File: config.mk
export PLATFORM = sky130hd
export DESIGN_NAME = pdd_lfsr
export DESIGN_NICKNAME = d
export VERILOG_FILES = /design/src/hdl/pdd_pkg.sv /design/src/hdl/pdd_lfsr.sv
export SDC_FILE = /design/constraint.sdc
export NUM_CORES = 1
export LEC_CHECK = 0
export BUFFER_PORTS_ARGS = -buffer_cell sky130_fd_sc_hd__buf_2
export CORE_ASPECT_RATIO = 2
export CORE_UTILIZATION = 45
export CTS_BUF_LIST = sky130_fd_sc_hd__clkbuf_4
export DETAILED_ROUTE_END_ITERATION = 16
export GPL_ROUTABILITY_DRIVEN = 1
export PLACE_DENSITY = 0.74
export SLEW_MARGIN = 20
export SYNTH_ARGS = -nofsm -noshare
export SYNTH_HDL_FRONTEND = slang
export SYNTH_SLANG_ARGS = --single-unit
File: constraint.sdc
create_clock -name i_clk -period 1.7 [get_ports i_clk]
set_clock_uncertainty 0.15 [all_clocks]
set_input_delay 0.34 -clock i_clk [delete_from_list [all_inputs] [get_ports i_clk]]
set_output_delay 0.34 -clock i_clk [all_outputs]
set_load 0.05 [all_outputs]
File: src/hdl/pdd_pkg.sv
package pdd_pkg;

    // Field widths
    localparam int LFSR_W   = 11;
    localparam int ADDR_F_W = 11;
    localparam int VALUE_W  = 15;
    localparam int DIFF_W   = 16;
    localparam int CAL_W    = 20;
    localparam int MEAN_W   = 16;
    localparam int RANGE_W  = 16;

    // Input tdata layout, lowest bit first: address, value
    localparam int ADDR_LSB  = 0;
    localparam int VALUE_LSB = ADDR_LSB + ADDR_F_W;
    localparam int S_TDATA_W = 32;
    localparam int M_TDATA_W = 40;

    // Calibration constants: offset 32.88327 in Q8, 1/55.9737 in Q24
    localparam logic signed [20:0] CAL_OFFSET_Q8 = 21'sd8418;
    localparam logic [18:0]        CAL_RECIP_Q24 = 19'd299734;
    localparam logic [54:0]        CAL_ROUND     = 55'h0_0000_8000_0000;
    localparam logic signed [24:0] CAL_MAX       = 25'sd524287;
    localparam logic signed [24:0] CAL_MIN       = -25'sd524288;

    typedef enum logic [1:0] {
        OP_WR_RISE  = 2'd0,
        OP_WR_FALL  = 2'd1,
        OP_RESTART  = 2'd2,
        OP_GENERATE = 2'd3
    } t_op;

    typedef enum logic [1:0] {
        CFG_SEED_LOW  = 2'd0,
        CFG_SEED_HIGH = 2'd1,
        CFG_REF_MEAN  = 2'd2,
        CFG_REF_RANGE = 2'd3
    } t_cfg_idx;

    // Commands to the index generators, already qualified by a transfer
    typedef struct packed {
        logic restart;
        logic generate_req;
    } t_lfsr_cmd;

endpackage

File: src/hdl/pdd_lfsr.sv
module pdd_lfsr import pdd_pkg::*; (
    input  logic              i_clk,
    input  logic              i_rst_n,
    input  t_lfsr_cmd         i_cmd,
    input  logic [LFSR_W-1:0] i_seed_low,
    input  logic [LFSR_W-1:0] i_seed_high,
    output logic [LFSR_W-1:0] o_idx_low,
    output logic [LFSR_W-1:0] o_idx_high
);

    logic [LFSR_W-1:0] r_low;
    logic [LFSR_W-1:0] r_high;
    logic              r_first;
    logic [LFSR_W-1:0] n_low;
    logic [LFSR_W-1:0] n_high;
    logic              n_first;

    // Shift left, feed back bit10 ^ bit8 ^ NOR(bits 9..0)
    function automatic logic [LFSR_W-1:0] lfsr_adv(input logic [LFSR_W-1:0] s);
        logic fb;
        fb = s[10] ^ s[8] ^ (s[9:0] == 10'd0);
        return {s[LFSR_W-2:0], fb};
    endfunction

    // Reload on restart, advance on generate unless the seeds are still unused
    always_comb begin
        n_low   = r_low;
        n_high  = r_high;
        n_first = r_first;
        if (i_cmd.restart) begin
            n_low   = i_seed_low;
            n_high  = i_seed_high;
            n_first = 1'b1;
        end else if (i_cmd.generate_req) begin
            n_first = 1'b0;
            if (!r_first) begin
                n_low  = lfsr_adv(r_low);
                n_high = lfsr_adv(r_high);
            end
        end
    end

    always_ff @(posedge i_clk) begin
        if (!i_rst_n) begin
            r_low   <= '0;
            r_high  <= '0;
            r_first <= 1'b1;
        end else begin
            r_low   <= n_low;
            r_high  <= n_high;
            r_first <= n_first;
        end
    end

    // Table indexes for the generate being transferred this cycle
    assign o_idx_low  = n_low;
    assign o_idx_high = n_high;

endmodule

# Yosys cells after proc, flatten, opt, wreduce, memory -nomap -nowiden
# Index checks and enable logic that the tools add are counted.
totals:
  ff_bits: 23
  latchBits: 0
  ram_bits: 0
  romBits: 0
  out_inout_bits: 22
  wordCells: 17
  memories: 0
op_classes:
  add_sub_neg: 0
  mul: 0
  div: 0
  magnitude_cmp: 0
  eq_ne: 0
  n_shift: 0
  mux: 6
  bitwise_logic: 5
  n_reduce_logical: 3
op_table:
  columns: ["operator", "n"]
  rows:
  - ["$mux W11", 6]
  - ["$logic_not A10 Y1", 2]
  - ["$xor A1 B1 Y1", 4]
  - ["$reduce_or A2 Y1", 1]
  - ["$not A1 Y1", 1]

# Depth between registers and ports, before layout
depth:
  ltp_word: 5
  ltp_mapped: 6

# Worst setup path before layout
# No wires, ideal clock.
synth_path:
  path_type: "input-to-output"
  from: "in i_cmd[1] (netlist name)"
  to: "out o_idx_low[2]"
  arrival_time_ns: 1.826
  required_time_ns: 1.210
  setup_slack_ns: -0.616
  cell_stages: 3
  path_buffers: 2
  cell_sequence: "buf_2 > buf_2 > o21ai_0"
synth_between:
  elab_chain_cells: 1
synth_rtl:
  columns: ["item", "line_no", "source"]
  rows:
  - ["from (decl)", "pdd_lfsr.sv:4", "input t_lfsr_cmd i_cmd,"]
  - ["$mux W11", "pdd_lfsr.sv:30", "if (i_cmd.restart) begin"]
  - ["to (decl)", "pdd_lfsr.sv:7", "output logic [LFSR_W-1:0] o_idx_low,"]
# Every way passes these cells.

# Worst setup path in the final report
layout_path:
  from: "reg r_first"
  to: "out o_idx_high[0]"
layout_between:
  elab_chain_cells: 3
layout_rtl:
  columns: ["item", "line_no", "source"]
  rows:
  - ["from (decl)", "pdd_lfsr.sv:13", "logic r_first;"]
  - ["from (signal assigned)", "pdd_lfsr.sv:51", "r_first <= n_first;"]
  - ["$mux W11", "pdd_lfsr.sv:36", "if (!r_first) begin"]
  - ["$mux W11", "pdd_lfsr.sv:34", "end else if (i_cmd.generate_req) begin"]
  - ["$mux W11", "pdd_lfsr.sv:30", null]
  - ["to (decl)", "pdd_lfsr.sv:8", "output logic [LFSR_W-1:0] o_idx_high"]
# Every way passes these cells.

==> impl_metrics.yaml <==
die:
  design.die.area_sq_mm: 0.003063
  design.portCount: 48
  core_area_sq_mm: 0.002736
  row_count: 27
  x_dimension_of_the_die_um: 39.64
  initial_core_util_pct: 46.59
  die_h_um: 77.28
yosys:
  synth.distinct_cells: 21
  synth_compound_gate_area_share_pct: 13.15
  synth-seq-cells: 23
  post_synth_and_or_nand_nor_area_fraction_pct: 26.10
  yosys.area_share.adder_pct: 0
  syn-num-nets: 168
  xor_xnor_portion_of_the_synthesized_cell_area_pct: 1.374
  syn_inst: 142
  netlist_area_sq_mm: 0.001275
  seq_area_frac_synth_pct: 36.11
  proportion_of_synthesized_area_in_mux_cells_pct: 17.27
  yosys_warnings: 0
  post_synth.cell_area_avg_sq_um: 8.979
  synth_top_family_by_area: "simple AND/OR/NAND/NOR gates"
grt:
  grt_util_all_layers_pct: 26.19
  grt_max_degree: 24
  global_route_wire_length_before_repair_um: 5630
  initial_antenna_violation_count: 0
  gr-total-overflow: 0
  grt_pass1_vias: 1356
sta:
  max_slew_margin_pct: 77.65
  worstMarginPinSlew_ps: 335.2
  setup_ws_ps: -451.4
  clock.fmax_ghz: 0.4648
  layout_min_cycle_time_ps: 2151
  drv_slew: 0
  timing_hold_violations_final: 0
  hold_slack_ps: 178.1
  post-route-period-util_pct: 126.6
  rsz0062_at_grt: "yes"
  report.final.setup_viol: 23
power:
  p_per_area_mw_per_mm2: 670.4
  vdd_drop_max_uv: 716.9
  totalPowerFinal_mw: 1.482
  leakage_power_nw: 0.9354
detailed_routing:
  wl_per_cell_um: 16.95
  route.vias.total: 1331
  drtIter0Drc: 24
  drc: 0
  route.antenna.remaining_nets: 0
  vias_per_cell: 5.411
  wl_um: 4170
  drt_pass1_iterations: 4
clock_tree:
  cts.sink_count: 23
  cts_tree: "yes"
  clk_root_buffer_cell: "sky130_fd_sc_hd__clkbuf_4"
  cts.reportedPaths.clkPinSlew_ps: 130
  cts_inserted_buffers: 3
  cts_max_path_buffers: 2
  cts_htree_levels: 1
  clk-insertion-delay-late_ps: 310
worst_hold_path:
  hold_path.class: "input port to flip-flop"
  min_path_cells: 3
final_layout:
  utilization_pct: 80.80
  final_common_cell: "sky130_fd_sc_hd__buf_2"
  final_cell_area_sq_mm: 0.002211
  proportion_of_layout_cells_with_a_drive_suffix_above_1_pct: 60.37
  mostFrequentLayoutCells: "sky130_fd_sc_hd__buf_2, sky130_fd_sc_hd__buf_4, sky130_fd_sc_hd__nand2_1"
  final.fill_count: 166
  area_growth_pct: 73.41
  final_nets: 244
  insertedDiodeCount: 0
worst_setup_path:
  worstPathRequired_ps: 1210
  timing.critical_path.from_type: "flip-flop"
  worstSetupPathType: "flip-flop to primary output"
  worst-r2r-cell-count: 8
  r2r_slack_ps: -10
  critical_path_peak_fanout: 7
  worst_ep_arrival_time_ps: 1660
  critical_path.endpoint_type: "primary output"
status:
  failed_checks: "setup timing"
  result_of_the_run: "complete, but fails checks"
place:
  routabilityCongestion: 0.7046
  placed_area_sq_mm: 0.001750
  portBuffers: 47
  dp_hpwl_um: 2355
flow_run:
  drv_cap: 0
## stage by stage
stage               setup TNS (ps)  setup slack (ps)  std cells
floorplan                    -3215            -228.3        142
global placement             -2606            -172.3        233
detailed placement           -2996            -189.2        233
CTS                          -7793            -396.2        242
global route                 -9678            -519.7        246
finish                       -8285            -451.4        246
## final timing paths
kind	start	to
hold / removal	i_cmd[0]	r_first
setup reg to reg	r_first	r_low[9]
setup / recovery	r_first	o_idx_high[0]
hold reg to reg	r_first	r_first
## power by group
part	total, mW	switching, mW	internal (mW)
clock network	0.276	0.168	0.108
registers	0.602	0.0319	0.570
logic	0.604	0.340	0.264
total	1.48	0.540	0.942
## repair_timing
item,4_1_cts,5_1_grt
hold endpoints to repair,0,0
pin swaps,3,8
buffers inserted,3,4
cloned,2,0
hold buffers,0,0
resized for setup,56,21
endpoints found under the setup margin,22,22
## synthesized netlist by cell type
cell type | number | area share [%]
sky130_fd_sc_hd__o21ai_0 | 6 | 2.4
sky130_fd_sc_hd__nand2_1 | 22 | 6.5
sky130_fd_sc_hd__o21a_1 | 2 | 1.2
sky130_fd_sc_hd__dfxtp_1 | 23 | 36
sky130_fd_sc_hd__clkbuf_1 | 4 | 1.2
sky130_fd_sc_hd__buf_6 | 1 | 0.88
sky130_fd_sc_hd__mux2i_1 | 22 | 17
sky130_fd_sc_hd__buf_12 | 1 | 1.6
sky130_fd_sc_hd__nand3_1 | 4 | 1.6
sky130_fd_sc_hd__o21ai_2 | 14 | 9.6
sky130_fd_sc_hd__nor4_1 | 4 | 2.0
sky130_fd_sc_hd__nand3b_1 | 3 | 1.8
sky130_fd_sc_hd__xnor2_1 | 1 | 0.69
sky130_fd_sc_hd__nor3b_1 | 2 | 1.2
sky130_fd_sc_hd__nand2b_1 | 1 | 0.49
sky130_fd_sc_hd__and2_1 | 20 | 9.8
sky130_fd_sc_hd__xor2_1 | 1 | 0.69
sky130_fd_sc_hd__nor2b_4 | 1 | 1.1
sky130_fd_sc_hd__buf_8 | 1 | 1.2
sky130_fd_sc_hd__nor2_1 | 6 | 1.8
sky130_fd_sc_hd__buf_2 | 3 | 1.2
## area by class of cell
cell class              instances  area [sq um]  area share (%)
clock buffers                   4         30.03           1.358
repair buffers                 81         698.2           31.58
multi-input cells             109         978.4           44.26
well taps                      29         36.28           1.641
flip-flops and latches         23         467.9           21.17
## worst max-delay path, stage by stage (launching register included)
cell                      delay, ps
sky130_fd_sc_hd__dfxtp_2        360
sky130_fd_sc_hd__nor2b_4        170
sky130_fd_sc_hd__buf_12         140
sky130_fd_sc_hd__buf_16         130
sky130_fd_sc_hd__nor2_4          30
sky130_fd_sc_hd__o21a_1         220
sky130_fd_sc_hd__nor2_4         140
sky130_fd_sc_hd__buf_8          150
## kinds of logic after synthesis
logic type,Yosys count
AO/OA/AOI/OAI,22
XOR/XNOR,2
flip-flops,23
multiplexers,22
buffers and inverters,10
AND/OR/NAND/NOR,63
## state kept, by name (all words and copies together) (netlist names)
signal and count:
r_low 11, r_first 1, r_high 11
## per-layer routing
| metal | track usage (%) | share of wire (%) |
|---|---|---|
| met1 | 23.38 | 34 |
| met2 | 51.64 | 60 |
| met3 | 3.179 | 2.8 |
| met4 | 9.310 | 2.9 |
| met5 | 0 | 0 |
No activity file was read; power rests on OpenSTA's default activity.
